<file path="src/sv/swa_pkg.sv">
// Shared types and constants of the saturating width ALU.
package swa_pkg;

   localparam int PORT_WIDTH         = 64;
   localparam int LIN_WIDTH          = PORT_WIDTH + 1;
   localparam int WIDTH_BITS         = 7;
   localparam int DATA_WIDTH_DEFAULT = 64;
   localparam int QUEUE_DEPTH        = 2;

   typedef enum logic [2:0] {
      ACT_CLAMP = 3'd0,
      ACT_ADD   = 3'd1,
      ACT_SUB   = 3'd2,
      ACT_MUL   = 3'd3,
      ACT_DIV   = 3'd4,
      ACT_REM   = 3'd5
   } action_type;

   typedef enum logic [1:0] {
      ST_OK          = 2'd0,
      ST_BAD_WIDTH   = 2'd1,
      ST_NEG_OPERAND = 2'd2,
      ST_DIV_ZERO    = 2'd3
   } status_type;

   typedef struct packed {
      action_type                   action;
      status_type                   status;
      logic                         a_neg;
      logic                         b_neg;
      logic                         is_signed;
      logic [WIDTH_BITS-1:0]        width_bits;
      logic [PORT_WIDTH-1:0]        mag_a;
      logic [PORT_WIDTH-1:0]        mag_b;
      logic signed [LIN_WIDTH-1:0]  lin;
   } item_type;

   typedef struct packed {
      logic [PORT_WIDTH-1:0] result_value;
      logic                  saturated;
      status_type            status;
   } result_type;

endpackage

</file>
<file path="src/sv/swa_front.sv">
// Front end: sign handling, magnitudes, add/subtract and error classification.
module swa_front #(
   parameter int DATA_WIDTH = swa_pkg::DATA_WIDTH_DEFAULT
) (
   input  logic [2:0]                        action,
   input  logic [swa_pkg::PORT_WIDTH-1:0]    operand_a,
   input  logic [swa_pkg::PORT_WIDTH-1:0]    operand_b,
   input  logic [swa_pkg::WIDTH_BITS-1:0]    width_bits,
   input  logic                              is_signed,
   output swa_pkg::item_type                 item
);

   localparam int W = DATA_WIDTH;

   swa_pkg::action_type act;
   logic [W-1:0]        a_w, b_w, mag_a, mag_b;
   logic                a_neg, b_neg, arith, div_like, width_bad;
   logic signed [W:0]   a_x, b_x, lin_w;

   assign act      = swa_pkg::action_type'(action);
   assign a_w      = operand_a[W-1:0];
   assign b_w      = operand_b[W-1:0];
   assign a_neg    = a_w[W-1];
   assign b_neg    = b_w[W-1];
   assign mag_a    = a_neg ? (~a_w + 1'b1) : a_w;
   assign mag_b    = b_neg ? (~b_w + 1'b1) : b_w;
   assign a_x      = {a_w[W-1], a_w};
   assign b_x      = {b_w[W-1], b_w};
   assign arith    = (act == swa_pkg::ACT_ADD) || (act == swa_pkg::ACT_SUB) ||
                     (act == swa_pkg::ACT_MUL) || (act == swa_pkg::ACT_DIV) ||
                     (act == swa_pkg::ACT_REM);
   assign div_like = (act == swa_pkg::ACT_DIV) || (act == swa_pkg::ACT_REM);
   assign width_bad = (width_bits == '0) ||
                      (width_bits >= swa_pkg::WIDTH_BITS'(W));

   always_comb begin
      unique case (act)
         swa_pkg::ACT_ADD: lin_w = a_x + b_x;
         swa_pkg::ACT_SUB: lin_w = a_x - b_x;
         default:          lin_w = a_x;
      endcase
   end

   always_comb begin
      item            = '0;
      item.action     = act;
      item.a_neg      = a_neg;
      item.b_neg      = b_neg;
      item.is_signed  = is_signed;
      item.width_bits = width_bits;
      item.mag_a      = swa_pkg::PORT_WIDTH'(mag_a);
      item.mag_b      = swa_pkg::PORT_WIDTH'(mag_b);
      item.lin        = swa_pkg::LIN_WIDTH'(lin_w);
      priority if (arith && !is_signed && (a_neg || b_neg)) begin
         item.status = swa_pkg::ST_NEG_OPERAND;
      end else if (div_like && (b_w == '0)) begin
         item.status = swa_pkg::ST_DIV_ZERO;
      end else if (width_bad) begin
         item.status = swa_pkg::ST_BAD_WIDTH;
      end else begin
         item.status = swa_pkg::ST_OK;
      end
   end

endmodule

</file>
<file path="config.mk">
export PLATFORM = sky130hd
export DESIGN_NAME = swa_front
export DESIGN_NICKNAME = d
export VERILOG_FILES = /design/src/sv/swa_pkg.sv /design/src/sv/swa_front.sv
export SDC_FILE = /design/constraint.sdc
export NUM_CORES = 1
export LEC_CHECK = 0
export BUFFER_PORTS_ARGS = -buffer_cell sky130_fd_sc_hd__buf_4
export CORE_ASPECT_RATIO = 1.4
export CORE_MARGIN = 2
export CORE_UTILIZATION = 35
export DETAILED_ROUTE_END_ITERATION = 10
export GPL_TIMING_DRIVEN = 0
export PLACE_DENSITY = 0.69
export SYNTH_ARGS = -nofsm -noshare
export SYNTH_HDL_FRONTEND = slang
export SYNTH_SLANG_ARGS = --single-unit
export TNS_END_PERCENT = 50
</file>
<file path="constraint.sdc">
create_clock -name vclk -period 5.3
set_input_delay 0.265 -clock vclk [all_inputs]
set_output_delay 0.265 -clock vclk [all_outputs]
set_load 0.02 [all_outputs]
</file>
==> results by group <==
Status
  – Outcome: finished, violations left
  – Failing checks: setup timing

Cells and area
  – Clock buf count: 0
  – Sequential cell area: 0 um^2
  – Area Overhead vs Synth: 43.8%
  – Seq cells: 0
  – Finished Layout Cells: approximately 2,000
  – N_diodes: 0
  – Final core occ: 0.510
  – Layout cells sized above 1: 0.291
  – Nets: 1,891

STA
  – Final Hold Fails: 0
  – Setup Viol. Count Final: 3
  – Unrepaired setup endpoints after global routing: yes
  – Worst Max-Slew Pin Slew: 1.16 ns
  – Fmax achieved: 186 MHz
  – Tcrit/Tclk final: 1.01
  – Final WS setup: -0.0676 ns
  – Worst relative slew slack: 0.224
  – Final count of pins violating max slew: 0
  – Final TNS setup: -0.113 ns
  – Fin crit period: 5.37 ns

Pwr
  – Pwr Density: 153 mW/mm^2
  – Combinational cell fraction of total power: 1.000
  – Sw frac: 0.595
  – Sequential Power Share: 0
  – NetSw: 1.10 mW
  – Worst VDD drop: between 0.00006 and 0.00007 V
  – Pint: 0.752 mW
  – Pleak: 5.45 nW
  – Clock Power Share: 0
  – Total Power: 1.86 mW

Global route
  – Met1 Use GR: 0.363
  – Largest net degree at the start of global routing: 11
  – Met2 GRT Util: 0.574
  – GRT Total Usage: 0.319
  – GRT busiest layer: met2
  – Initial antenna violation count: 0
  – GR met3 Demand/Resource: 0.0330
  – Vias in the first global route: approximately 11,000
  – Congestion Overflow GR: 0
  – First-pass GRT wire length: 63,700 um

Place
  – Placed Instances: 1,968
  – RePlAce Congestion: 0.967
  – IO buf count: 335
  – Hpwl dp: 34,500 um
  – Pre-CTS setup slack: -2.20 ns

Min path
  – Hold Crit Endpoint: item[198]
  – Hold_sp: width_bits[5]
  – Hold Path Stages: 3
  – Hold WC Path Type: primary input to output port

Detailed routing
  – DRC violations left: 0
  – DR vias: 11,600
  – Vias per std cell: between 5 and 6
  – DRT Wirelength: about 43,000 um
  – Wirelength per Cell: 21.7 um
  – Detailed Route Iter0 Violations: a little over 800
  – ANT nets after route: 0
  – 1st-pass router iterations: 6

Synth
  – Synth top area share: 0.167
  – Yosys warns: 0
  – Mean Syn Cell Area: 6.38 um^2
  – Syn Inst Count: between 1,000 and 1,500
  – Cell taking the most area after synthesis: xnor2_1
  – Largest cells by area after synthesis: xnor2_1 (17%), ha_1 (9.9%), nand2_1 (9.4%)
  – Mapped cell area: 0.00845 mm^2
  – Syn nets: around 1,500
  – Seq/Total Area, Yosys: 0
  – Yosys cell types: 62

Floorplan
  – Die width: around 140 um
  – Die area: roughly 0.025 mm^2
  – Die Y: 188 um
  – Row cnt: 67
  – Starting Density: 0.355
  – Area of the core: 0.0238 mm^2
  – # IOs: between 300 and 400

Clock tree
  – Hold Buf Count CTS: 0

Setup path
  – Worst Setup Path Type: primary input to output port
  – Worst Path Arrival: slightly above 5 ns
  – Crit start category: primary input
  – CP Max Fanout: 7
  – WP data required: about 5.0 ns
  – Worst Setup End Kind: output port

Run
  – Max Cap Violations: 0
==> worst max-delay path, stage by stage <==
cell	delay, ns
buf_8	0.10
nor4_4	0.37
nand4_1	0.21
buf_4	0.19
nor3_2	0.18
nand2_1	0.13
or3_4	0.39
or4_4	0.52
o31ai_4	0.23
xor2_2	0.12
ha_4	0.32
nand4_1	0.16
nor4_2	0.32
nand2_1	0.16
a211oi_4	0.32
nor2_2	0.10
a21oi_4	0.22
o31ai_4	0.08
o2111a_1	0.23
a221o_1	0.32
buf_6	0.15
==> repair_timing <==
action,4_1_cts,5_1_grt
pin swaps,15,20
buffers inserted,19,14
gates cloned,0,0
endpoints found under the setup margin,38,23
resized for setup,60,64
==> power groups by stage <==
stage / clock network (mW) / logic, mW / registers (mW)
floorplan: 0 / 1.06 / 0
detailed placement: 0 / 1.73 / 0
CTS: 0 / 1.78 / 0
finish: 0 / 1.86 / 0
global route: 0 / 1.99 / 0
global placement: 0 / 1.72 / 0
==> per-stage QoR <==
stage	hold WS, ns	area, um^2
finish	0.822	12100
global route	0.833	12100
CTS	0.822	11800
detailed placement	0.822	11300
global placement	0.822	11300
floorplan	0.615	8450
==> cells by family after synthesis <==
group,share of synthesized area
adder cells (fa/ha/maj),0.102
AO/OA/AOI/OAI,0.303
AND/OR/NAND/NOR,0.291
buffers and inverters,0.0557
multiplexers,0.00237
XOR/XNOR,0.246
==> final cells by class <==
type	instances	area, um^2
Timing Repair Buffer	368	2790
Tap cell	310	388
Multi-Input combinational cell	1213	8530
Fill cell	2486	11700
Inverter	18	67.6
Buffer	83	380
==> how the worst max path moves through the flow <==
stage                   from        to  slack (ns)  depth (start not counted)
2_1_floorplan   operand_b[8]  item[54]       -0.08                         21
3_3_place_gp   operand_b[11]  item[62]       -2.26                         20
3_5_place_dp   operand_b[11]  item[62]       -2.20                         20
4_1_cts        operand_b[39]  item[62]       -0.08                         21
5_1_grt        operand_b[36]  item[62]       -0.18                         20
6_report       operand_b[10]  item[60]       -0.07                         21
==> placed cells by master (no fill, tap or decap), drive strengths merged, types with 18 or more instances in the layout <==
cell type	netlist	layout
clkbuf	74	65
inv	18	18
nor2	69	69
xor2	76	76
buf	18	386
a21o	50	50
nand4	26	26
o31ai	44	44
nand3	22	22
o21ai	147	147
ha	67	67
nor3	36	36
xnor2	161	161
or4	26	26
or3	33	33
a21oi	72	72
nand2	211	211
==> layer usage <==
metal  vias to the layer above  wire, um
li1                       5490         -
met1                      5395     15900
met2                       564     21400
met3                       147      2850
met4                         0      3040
met5                         -         0
==> synth_stat cells, drive strengths merged, types with 3 or more instances <==
library cell,count
nand2,211
xnor2,161
o21ai,147
xor2,76
clkbuf,74
a21oi,72
nor2,69
ha,67
a21o,50
o31ai,44
nor3,36
or3,33
nand4,26
or4,26
nand3,22
buf,18
inv,18
nand2b,14
nor4,14
o21bai,14
or2,14
a31oi,13
o21a,12
o41ai,11
a211oi,10
and3,7
nor3b,6
a221o,5
and2,5
nor2b,5
and4,4
o2111a,4
o31a,4
a2111oi,3
nor4b,3
(Power assumes the default switching activity.)
