[config.mk]
export PLATFORM = sky130hd
export DESIGN_NAME = swa_queue
export DESIGN_NICKNAME = d
export VERILOG_FILES = /design/src/sv/swa_pkg.sv /design/src/sv/swa_queue.sv
export SDC_FILE = /design/constraint.sdc
export NUM_CORES = 1
export LEC_CHECK = 0
export BUFFER_PORTS_ARGS = -buffer_cell sky130_fd_sc_hd__buf_2
export CAP_MARGIN = 5
export CELL_PAD_IN_SITES_DETAIL_PLACEMENT = 0
export CELL_PAD_IN_SITES_GLOBAL_PLACEMENT = 1
export CORE_ASPECT_RATIO = 1.2
export CORE_MARGIN = 4
export CORE_UTILIZATION = 35
export DETAILED_ROUTE_END_ITERATION = 12
export PLACE_DENSITY = 0.72
export SKIP_LAST_GASP = 1
export SLEW_MARGIN = 40
export SYNTH_ARGS = -nofsm -noshare
export SYNTH_HDL_FRONTEND = slang
export SYNTH_SLANG_ARGS = --single-unit
[constraint.sdc]
create_clock -name clock -period 1.5 [get_ports clock]
set_input_delay 0.225 -clock clock [delete_from_list [all_inputs] [get_ports clock]]
set_output_delay 0.225 -clock clock [all_outputs]
set_load 0.02 [all_outputs]
[src/sv/swa_pkg.sv]
// Shared types and constants of the saturating width ALU.
package swa_pkg;

   localparam int PORT_WIDTH         = 64;
   localparam int LIN_WIDTH          = PORT_WIDTH + 1;
   localparam int WIDTH_BITS         = 7;
   localparam int DATA_WIDTH_DEFAULT = 64;
   localparam int QUEUE_DEPTH        = 2;

   typedef enum logic [2:0] {
      ACT_CLAMP = 3'd0,
      ACT_ADD   = 3'd1,
      ACT_SUB   = 3'd2,
      ACT_MUL   = 3'd3,
      ACT_DIV   = 3'd4,
      ACT_REM   = 3'd5
   } action_type;

   typedef enum logic [1:0] {
      ST_OK          = 2'd0,
      ST_BAD_WIDTH   = 2'd1,
      ST_NEG_OPERAND = 2'd2,
      ST_DIV_ZERO    = 2'd3
   } status_type;

   typedef struct packed {
      action_type                   action;
      status_type                   status;
      logic                         a_neg;
      logic                         b_neg;
      logic                         is_signed;
      logic [WIDTH_BITS-1:0]        width_bits;
      logic [PORT_WIDTH-1:0]        mag_a;
      logic [PORT_WIDTH-1:0]        mag_b;
      logic signed [LIN_WIDTH-1:0]  lin;
   } item_type;

   typedef struct packed {
      logic [PORT_WIDTH-1:0] result_value;
      logic                  saturated;
      status_type            status;
   } result_type;

endpackage

[src/sv/swa_queue.sv]
// Small register queue used between the front, the back and the result port.
module swa_queue #(
   parameter int WIDTH = 8,
   parameter int DEPTH = swa_pkg::QUEUE_DEPTH
) (
   input  logic             clock,
   input  logic             reset,
   input  logic             push,
   input  logic [WIDTH-1:0] push_data,
   output logic             full,
   input  logic             pop,
   output logic [WIDTH-1:0] pop_data,
   output logic             empty
);

   localparam int AW = (DEPTH > 1) ? $clog2(DEPTH) : 1;
   localparam int CW = $clog2(DEPTH + 1);

   logic [WIDTH-1:0] mem_ff [DEPTH];
   logic [AW-1:0]    wr_ptr_ff, wr_ptr_in;
   logic [AW-1:0]    rd_ptr_ff, rd_ptr_in;
   logic [CW-1:0]    count_ff, count_in;
   logic             do_push, do_pop;

   assign full     = (count_ff == CW'(DEPTH));
   assign empty    = (count_ff == '0);
   assign do_push  = push && !full;
   assign do_pop   = pop && !empty;
   assign pop_data = mem_ff[rd_ptr_ff];

   always_comb begin
      wr_ptr_in = wr_ptr_ff;
      rd_ptr_in = rd_ptr_ff;
      count_in  = count_ff;
      if (do_push) begin
         wr_ptr_in = (wr_ptr_ff == AW'(DEPTH - 1)) ? '0 : wr_ptr_ff + 1'b1;
      end
      if (do_pop) begin
         rd_ptr_in = (rd_ptr_ff == AW'(DEPTH - 1)) ? '0 : rd_ptr_ff + 1'b1;
      end
      if (do_push && !do_pop) begin
         count_in = count_ff + 1'b1;
      end else if (do_pop && !do_push) begin
         count_in = count_ff - 1'b1;
      end
   end

   always_ff @(posedge clock) begin
      if (reset) begin
         wr_ptr_ff <= '0;
         rd_ptr_ff <= '0;
         count_ff  <= '0;
      end else begin
         wr_ptr_ff <= wr_ptr_in;
         rd_ptr_ff <= rd_ptr_in;
         count_ff  <= count_in;
      end
   end

   always_ff @(posedge clock) begin
      if (do_push) begin
         mem_ff[wr_ptr_ff] <= push_data;
      end
   end

endmodule

==> key figures, run 1 <==
Setup path
  • Crit path kind: reg -> reg
  • Setup crit end: count_ff[1]$_SDFFE_PP0P_
  • FF-to-FF End: count_ff[1]$_SDFFE_PP0P_
  • CP Max Fanout: 4
  • CP startpoint kind: flip-flop
  • Crit. End Element: flip-flop
  • Slack of the worst reg-to-reg path: 0.01 ns
  • WP data required: 1.73 ns
  • Reg2reg start: count_ff[0]$_SDFFE_PP0P_
  • Crit path DAT: 1.72 ns
  • Setup crit start: count_ff[0]$_SDFFE_PP0P_
  • Reg2Reg Depth: 4

Placement
  • Post-DP HPWL: 941 um
  • Setup Slack @ Placement: -0.0371 ns
  • Inst Count DP: 104
  • Placer Congestion: 0.688
  • Dpl cell area: 991 um^2
  • I/O Buffers: 21

STA
  • RSZ-0062 raised after global routing: yes
  • Endpoints failing hold: 0
  • Worst slew pin tran: 0.217 ns
  • Final min period: 1.49 ns
  • Fin crit share: 99.0%
  • Final Max Tran Viols: 0
  • Skew final: 0.00344 ns
  • Max Fclk: 673 MHz
  • Final setup fails: 0
  • Slew margin rel.: 85.5%
  • Setup ws final: 0.0144 ns

Detailed routing
  • Final ANT Viol Nets: 0
  • Vias: 491
  • Vias per Instance: 4.42
  • DRC: 0
  • Initial drt markers: 11
  • Post-Route WL: 1350 um
  • Detailed Routing Iterations Pass 1: 3
  • Drt wl/cell: 12.1 um

Cells and area
  • P&R area growth vs syn: 36.1%
  • Antenna Cells: 0
  • Fin area: 1080 um^2
  • Fin cells: 111
  • Layout cells sized above 1: 59.3%
  • Most frequent cells in the layout: buf_2 (18), edfxtp_1 (16), buf_4 (8), mux2_2 (5), nor2_1 (4)
  • Final net count: 95
  • Commonest non-fill, non-tap cell in the layout: buf_2
  • Final Util: 51.0%

Die
  • Die ar.: 3100 um^2
  • Initial Util: 37.5%
  • Chip height: 60.2 um
  • Core Box Area: 2120 um^2
  • Die X: 51.5 um
  • Boundary pin count: 22
  • Row count: 18

Pwr
  • Peak supply drop: 0.893 mV
  • Pwr dens: 1720 nW/um^2
  • Overall power: 1.86 mW
  • Leak: 0.439 nW

Global route
  • Largest net degree at the start of global routing: 13
  • Global-route wire length before repair: 2030 um
  • Tot GR Track Use: 9.29%
  • Initial antenna violation count: 0
  • Gr ovfl total: 0
  • Number of global-route vias before repair: 459

Logic synthesis
  • Post-Synth Adder-Cell Area: 1.58%
  • Cell area after synthesis: 793 um^2
  • Count of cell types in the netlist: 13
  • Mux contribution to synthesized area: 11.4%
  • XOR/XNOR share of the synthesized area: 3.31%
  • Top-area cell type share of the netlist area: 60.6%
  • Synth area leaders: edfxtp_1 (61%), dfxtp_1 (13%), mux2_2 (11%)
  • Synth warn: 0
  • Main combinational cell family by area after synthesis: multiplexers
  • Synth Area per Inst: 15.9 um^2
  • Post-Syn Instances: 50
  • Simple-Gate Fraction of Synth Area: 5.84%
  • Register area share after synthesis: 73.2%
  • Mapped Nets: 63
  • Register bit total from synthesis: 21
  • Synth Area in Compound Gates: 3.15%
  • Post-synth top area cell: edfxtp_1

Status
  • Status: finished, final reports clean

Clocking
  • Num CTS Buffers: 3
  • CTS tree: yes
  • Worst-path clk slew: 0.11 ns
  • Clk buf depth: 2
  • Worst skew pair latency: 0.29 ns
  • Root Buffer: clkbuf_4
  • Hold_buf cts: 0
  • # H-tree levels: 1
  • CTS Sinks: 21

Job
  • Max-capacitance violation count: 0

Hold path
  • Type of the worst min-delay path: in -> reg
==> where the power goes <==
part | internal (mW) | switching (mW)
clock network | 0.0992 | 0.161
registers | 0.754 | 0.0818
logic | 0.401 | 0.358
==> stage by stage <==
step | hold slack (ns) | TNS (ns)
final | 0.108 | 0
after CTS | 0.0968 | 0
after floorplan | 0.294 | 0
after detailed placement | 0.417 | -0.0371
after global placement | 0.413 | 0
after global routing | 0.0796 | -0.0975
==> critical path, stage by stage, from the launching register on <==
cell	delay, ns
dfxtp_2	0.37
o21ai_1	0.22
ha_2	0.33
or3_4	0.39
a21oi_2	0.12
==> cell usage after synthesis <==
cell type and number:
nor2b_2 1, buf_2 1, ha_1 1, mux2_2 8, nor2_1 5, xor2_1 3, dfxtp_1 5, inv_1 2
o21ai_0 3, or3_1 2, a21oi_1 2, and2_1 1, edfxtp_1 16
==> metal layers <==
| layer | wire, um | up-vias | GRT usage, % |
|---|---|---|---|
| met5 | 0 | - | 0 |
| met4 | 10 | 0 | 5.62 |
| met3 | 121 | 2 | 3.74 |
| met2 | 747 | 14 | 15.5 |
| met1 | 466 | 231 | 9.78 |
| li1 | - | 244 | - |
==> registers in the layout, summed over array words and instances, names as in the netlist, named ones only <==
signal     count
wr_ptr_ff      1
mem_ff        16
count_ff       2
rd_ptr_ff      1
==> how the worst min path moves through the flow <==
stage | start | cells after the start | end | slack (ns)
2_1_floorplan | reset | 1 | count_ff[1]$_SDFFE_PP0P_ | 0.29
3_3_place_gp | push_data[6] | 1 | mem_ff[0][6]$_DFFE_PP_ | 0.41
3_5_place_dp | push_data[3] | 1 | mem_ff[0][3]$_DFFE_PP_ | 0.42
4_1_cts | push_data[3] | 1 | mem_ff[0][3]$_DFFE_PP_ | 0.1
5_1_grt | push_data[3] | 1 | mem_ff[0][3]$_DFFE_PP_ | 0.08
6_report | push_data[3] | 1 | mem_ff[0][3]$_DFFE_PP_ | 0.11
==> kinds of logic after synthesis <==
| logic type | count (synthesis) |
|---|---|
| AOI/OAI and AO/OA | 5 |
| xor gates and xnor gates | 3 |
| adders and majority gates | 1 |
| buffers and inverters | 3 |
| DFF | 21 |
| muxes | 8 |
| and+or+nand+nor | 9 |
==> area by class of cell <==
cell class / instances / area, um^2
Fill cell: 201 / 1040
Tap cell: 30 / 37.5
Clock buffer: 3 / 22.5
Sequential cell: 21 / 587
Multi-Input combinational cell: 26 / 230
Inverter: 2 / 7.51
Timing Repair Buffer: 28 / 190
Clock inverter: 1 / 5.00
==> timing repair <==
action,4_1_cts,5_1_grt
setup buffers,2,1
gates resized for setup,5,11
pin swaps,1,1
setup endpoints to repair,9,4
hold endpoints to repair,0,0
(Power assumes the default switching activity.)
==> run 2: changes to the inputs <==
--- a/config.mk
+++ b/config.mk
@@ -10,7 +10,7 @@
 export CELL_PAD_IN_SITES_DETAIL_PLACEMENT = 0
 export CELL_PAD_IN_SITES_GLOBAL_PLACEMENT = 1
 export CORE_ASPECT_RATIO = 1.2
-export CORE_MARGIN = 4
+export CORE_MARGIN = 2
 export CORE_UTILIZATION = 35
 export DETAILED_ROUTE_END_ITERATION = 12
 export PLACE_DENSITY = 0.72
==> run 2 against run 1 <==
Against the previous run: maximum frequency is 4.0% higher; sequential share of layout area rose by 2.2 points; design area shrank 3.9%; worst setup slack better by 0.057 ns; first-iteration DRC count decreased by 91%; count of clock-buffer cells in the layout increased by 1.
==> key figures, run 2 (synthesis results as in run 1) <==
Status
  • Status: finished, final reports clean

Pwr
  • Sw Pwr: 0.557 mW
  • Int Pwr: 1.20 mW
  • Pwr dens: 1690 nW/um^2
  • Clock share of power: 14.2%
  • Register share of total power: 47.2%
  • Leak: 0.418 nW
  • Logic gate share of total power: 38.6%
  • Peak supply drop: 0.870 mV
  • Overall power: 1.75 mW
  • Sw frac: 31.8%

Cells and area
  • Seq. cell area: 587 um^2
  • Final net count: 94
  • Largest register FFs: 16
  • Top flop regs: mem_ff (16), count_ff (2)
  • Multi-input combinational cell area: 214 um^2
  • Antenna Cells: 0
  • Largest reg by FF count: mem_ff
  • Fin cells: 110
  • P&R area growth vs syn: 30.8%
  • Most frequent cells in the layout: buf_2 (20), edfxtp_1 (16), mux2_2 (7), buf_4 (6), nor2_1 (4)
  • Fin area: 1040 um^2
  • Fillers: 205
  • Layout cells sized above 1: 55.0%
  • Commonest non-fill, non-tap cell in the layout: buf_2

Hold path
  • Type of the worst min-delay path: in -> reg
  • Hold path depth: 1

STA
  • Worst slew pin tran: 0.175 ns
  • Max Fclk: 700 MHz
  • Final setup fails: 0
  • Final min period: 1.43 ns
  • Skew final: 0.00463 ns
  • Setup ws final: 0.0715 ns
  • Fin crit share: 95.2%
  • Final TNS setup: 0 ns
  • Final Max Tran Viols: 0
  • Slew margin rel.: 88.2%
  • RSZ-0062 raised after global routing: no
  • Endpoints failing hold: 0

Setup path
  • Crit path DAT: 1.20 ns
  • CP Max Fanout: 8
  • Reg2Reg Depth: 4
  • Crit path kind: reg -> out
  • WP data required: 1.27 ns
  • CP startpoint kind: flip-flop
  • Crit. End Element: output port

Job
  • Max-capacitance violation count: 0

Placement
  • Inst Count DP: 104
  • Post-DP HPWL: 893 um
  • Dpl cell area: 978 um^2
  • Setup Slack @ Placement: -0.0273 ns
  • I/O Buffers: 21
  • Placer Congestion: 0.630

Die
  • Initial Util: 37.9%
  • Chip height: 56.2 um
  • Die X: 47.5 um
  • Boundary pin count: 22
  • Core Box Area: 2090 um^2
  • Row count: 18
  • Die ar.: 2660 um^2

Detailed routing
  • Vias: 480
  • Post-Route WL: 1240 um
  • Initial drt markers: 1
  • Final ANT Viol Nets: 0
  • Drt wl/cell: 11.3 um
  • Detailed Routing Iterations Pass 1: 4
  • Vias per Instance: 4.36
  • DRC: 0

Global route
  • Largest net degree at the start of global routing: 12
  • Global-route wire length before repair: 2030 um
  • Gr ovfl total: 0
  • Initial antenna violation count: 0
  • Tot GR Track Use: 10.6%
  • Number of global-route vias before repair: 513

Clocking
  • Root Buffer: clkbuf_4
  • Clk buf depth: 2
  • Worst skew pair latency: 0.28 ns
  • Worst-path clk slew: 0.10 ns
  • CTS Sinks: 21
  • CTS tree: yes
  • Hold_buf cts: 0
  • # H-tree levels: 1
  • Num CTS Buffers: 3
[run 2: metal layers]
layer | global-route usage (%) | share of wire, % | up-vias
met4 | 4.76 | 0 | 0
met1 | 11.0 | 41 | 223
li1 | - | - | 241
met5 | 0 | 0 | -
met2 | 18.3 | 53 | 16
met3 | 3.25 | 6.6 | 0
[run 2: stage by stage]
| step | util [%] | hold WS (ns) |
|---|---|---|
| 5_1_grt | 49.5 | 0.0926 |
| 3_5_place_dp | 46.7 | 0.417 |
| 3_3_place_gp | 46.7 | 0.414 |
| 4_1_cts | 48.6 | 0.109 |
| 6_report | 49.5 | 0.120 |
| 2_1_floorplan | - | 0.294 |
[run 2: path summary, 6_finish.rpt]
kind | start | endpoint | slack (ns)
worst max-delay path | flip-flop | pop_data[4] | 0.07
worst max register to register | count_ff[0]$_SDFFE_PP0P_ | count_ff[1]$_SDFFE_PP0P_ | 0.09
worst min-delay path | push_data[4] | mem_ff[0][4]$_DFFE_PP_ | 0.12
worst min register to register | wr_ptr_ff$_SDFFE_PP0N_ | wr_ptr_ff$_SDFFE_PP0N_ | 0.50
[run 2: what timing repair did]
action / in CTS / in global routing
setup endpoints to repair: 9 / 2
pin swaps: 0 / 3
buffers inserted: 1 / 1
gates resized for setup: 5 / 4
[run 2: power groups by stage]
stage	Clock [mW]	Combinational [mW]	Sequential [mW]
6_report	0.249	0.677	0.827
5_1_grt	0.290	0.739	0.845
4_1_cts	0.263	0.645	0.830
3_5_place_dp	0	0.618	0.835
3_3_place_gp	0	0.604	0.828
2_1_floorplan	0	0.429	0.796
[run 2: worst max-delay path, stage by stage (launching register included)]
cell and delay (ns):
dfxtp_4 0.43, mux2_2 0.34, buf_2 0.16
[run 2: cell type report]
| class | instances | area share [%] |
|---|---|---|
| clock buffers | 4 | 2.53 |
| inverters | 2 | 0.724 |
| multi-input cells | 26 | 20.6 |
| flip-flops and latches | 21 | 56.6 |
| well taps | 30 | 3.62 |
| repair buffers | 27 | 15.9 |
==> run 3: changes to the inputs <==
--- a/config.mk
+++ b/config.mk
@@ -11,9 +11,9 @@
 export CELL_PAD_IN_SITES_GLOBAL_PLACEMENT = 1
 export CORE_ASPECT_RATIO = 1.2
 export CORE_MARGIN = 2
-export CORE_UTILIZATION = 35
+export CORE_UTILIZATION = 36
 export DETAILED_ROUTE_END_ITERATION = 12
-export PLACE_DENSITY = 0.72
+export PLACE_DENSITY = 0.74
 export SKIP_LAST_GASP = 1
 export SLEW_MARGIN = 40
 export SYNTH_ARGS = -nofsm -noshare
==> run 3 against run 2 <==
Against the previous run: design area down 3.4%; critical path depth unchanged; global-route usage down 0.86 points; cell count is 3.6% lower; sequential power is 0.8% higher; die area fell by 2.6%; flip-flop and latch count did not move; count of clock-buffer cells in the layout did not move; routed wire length is 2.7% lower; register-to-register slack got worse by 0.02 ns; clock power grew 2%.
==> key figures, run 3 (synthesis results as in run 1) <==
Detailed routing
  • Drt wl/cell: 11.4 um
  • Vias: 462
  • Vias per Instance: 4.36
  • Final ANT Viol Nets: 0
  • Post-Route WL: 1210 um
  • Initial drt markers: 3
  • DRC: 0
  • Detailed Routing Iterations Pass 1: 4

Setup path
  • Crit path DAT: 1.21 ns
  • CP Max Fanout: 8
  • Slack of the worst reg-to-reg path: 0.07 ns
  • Reg2reg start: count_ff[1]$_SDFFE_PP0P_
  • FF-to-FF End: count_ff[1]$_SDFFE_PP0P_
  • Reg2Reg Depth: 5
  • CP startpoint kind: flip-flop
  • Crit. End Element: output port
  • WP data required: 1.27 ns
  • Crit path kind: reg -> out
  • Setup crit end: pop_data[0]

Die
  • Die X: 46.9 um
  • Chip height: 55.4 um
  • Boundary pin count: 22
  • Initial Util: 38.3%
  • Die ar.: 2600 um^2
  • Row count: 18
  • Core Box Area: 2070 um^2

STA
  • Skew final: 0.00134 ns
  • Final min period: 1.43 ns
  • Slew margin rel.: 74.4%
  • Max Fclk: 698 MHz
  • Worst slew pin tran: 0.384 ns
  • Final setup fails: 0
  • Endpoints failing hold: 0
  • Setup ws final: 0.0670 ns
  • Final Max Tran Viols: 0
  • Fin crit share: 95.5%

Clocking
  • Worst skew pair latency: 0.29 ns
  • CTS Sinks: 21
  • Worst-path clk slew: 0.10 ns
  • Root Buffer: clkbuf_4
  • # H-tree levels: 1
  • Num CTS Buffers: 3
  • Postcts setup bufs: 0
  • Clk buf depth: 2
  • CTS tree: yes
  • Hold_buf cts: 0

Pwr
  • Peak supply drop: 0.870 mV
  • Register share of total power: 49.2%
  • Sw frac: 32.7%
  • Clock share of power: 15.0%
  • Logic gate share of total power: 35.8%
  • Int Pwr: 1.14 mW
  • Sw Pwr: 0.554 mW
  • Overall power: 1.69 mW
  • Pwr dens: 1690 nW/um^2
  • Leak: 0.392 nW

Global route
  • Largest net degree at the start of global routing: 12
  • Gr ovfl total: 0
  • Global-route wire length before repair: 1820 um
  • Number of global-route vias before repair: 450
  • Initial antenna violation count: 0
  • Tot GR Track Use: 9.77%

Status
  • Status: finished, final reports clean

Cells and area
  • Antenna Cells: 0
  • Final net count: 90
  • Top flop regs: mem_ff (16), count_ff (2)
  • Largest reg by FF count: mem_ff
  • Layout cells sized above 1: 53.9%
  • Most frequent cells in the layout: buf_2 (21), edfxtp_1 (16), mux2_2 (8), nor2_1 (4)
  • P&R area growth vs syn: 26.3%
  • Commonest non-fill, non-tap cell in the layout: buf_2
  • Largest register FFs: 16

Job
  • Max-capacitance violation count: 0

Hold path
  • Hold path depth: 1
  • Type of the worst min-delay path: in -> reg

Placement
  • Placer Congestion: 0.616
  • I/O Buffers: 21
  • Setup Slack @ Placement: -0.00185 ns
==> run 3: power by group through the flow <==
stage | logic (mW) | clock network (mW) | registers, mW
2_1_floorplan | 0.429 | 0 | 0.796
3_3_place_gp | 0.566 | 0 | 0.831
3_5_place_dp | 0.572 | 0 | 0.835
4_1_cts | 0.577 | 0.266 | 0.832
5_1_grt | 0.662 | 0.293 | 0.848
6_report | 0.606 | 0.255 | 0.834
==> run 3: worst min-delay path by stage <==
stage	start	end
6_report	push_data[7]	mem_ff[1][7]$_DFFE_PP_
5_1_grt	push_data[2]	mem_ff[0][2]$_DFFE_PP_
4_1_cts	push_data[7]	mem_ff[1][7]$_DFFE_PP_
3_5_place_dp	push_data[7]	mem_ff[1][7]$_DFFE_PP_
3_3_place_gp	push_data[4]	mem_ff[0][4]$_DFFE_PP_
2_1_floorplan	reset	count_ff[1]$_SDFFE_PP0P_
==> run 3: routing by layer <==
metal	share of wire, %	track usage, %	vias up	wire length, um
li1	-	-	234	-
met4	1.3	3.57	0	16
met1	40	11.3	207	489
met2	51	15.9	19	613
met5	0	0	-	0
met3	7.4	3.59	2	89
==> run 3: metrics by stage <==
step	cells	instance area [um^2]	TNS, ns	utilization [%]	hold slack, ns
2_1_floorplan	50	798	0	-	0.294
3_3_place_gp	102	951	0	45.9	0.414
3_5_place_dp	102	951	-0.00185	45.9	0.417
4_1_cts	106	983	0	47.5	0.108
5_1_grt	106	1000	-0.000397	48.4	0.0935
6_report	106	1000	0	48.4	0.117
==> run 3: layout make-up <==
class | count | area, um^2
Tap cell | 30 | 37.5
Clock buffer | 4 | 26.3
Sequential cell | 21 | 587
Timing Repair Buffer | 23 | 120
Multi-Input combinational cell | 26 | 224
Fill cell | 200 | 1070
Inverter | 2 | 7.51
==> run 3: worst max-delay path: stages, from the launching register on <==
cell     delay, ns
dfxtp_4       0.42
mux2_2        0.34
buf_2         0.16
==> run 3: timing repair <==
| item | in CTS | in global routing |
|---|---|---|
| pin swaps | 0 | 1 |
| resized for setup | 4 | 4 |
| setup endpoints to repair | 9 | 1 |
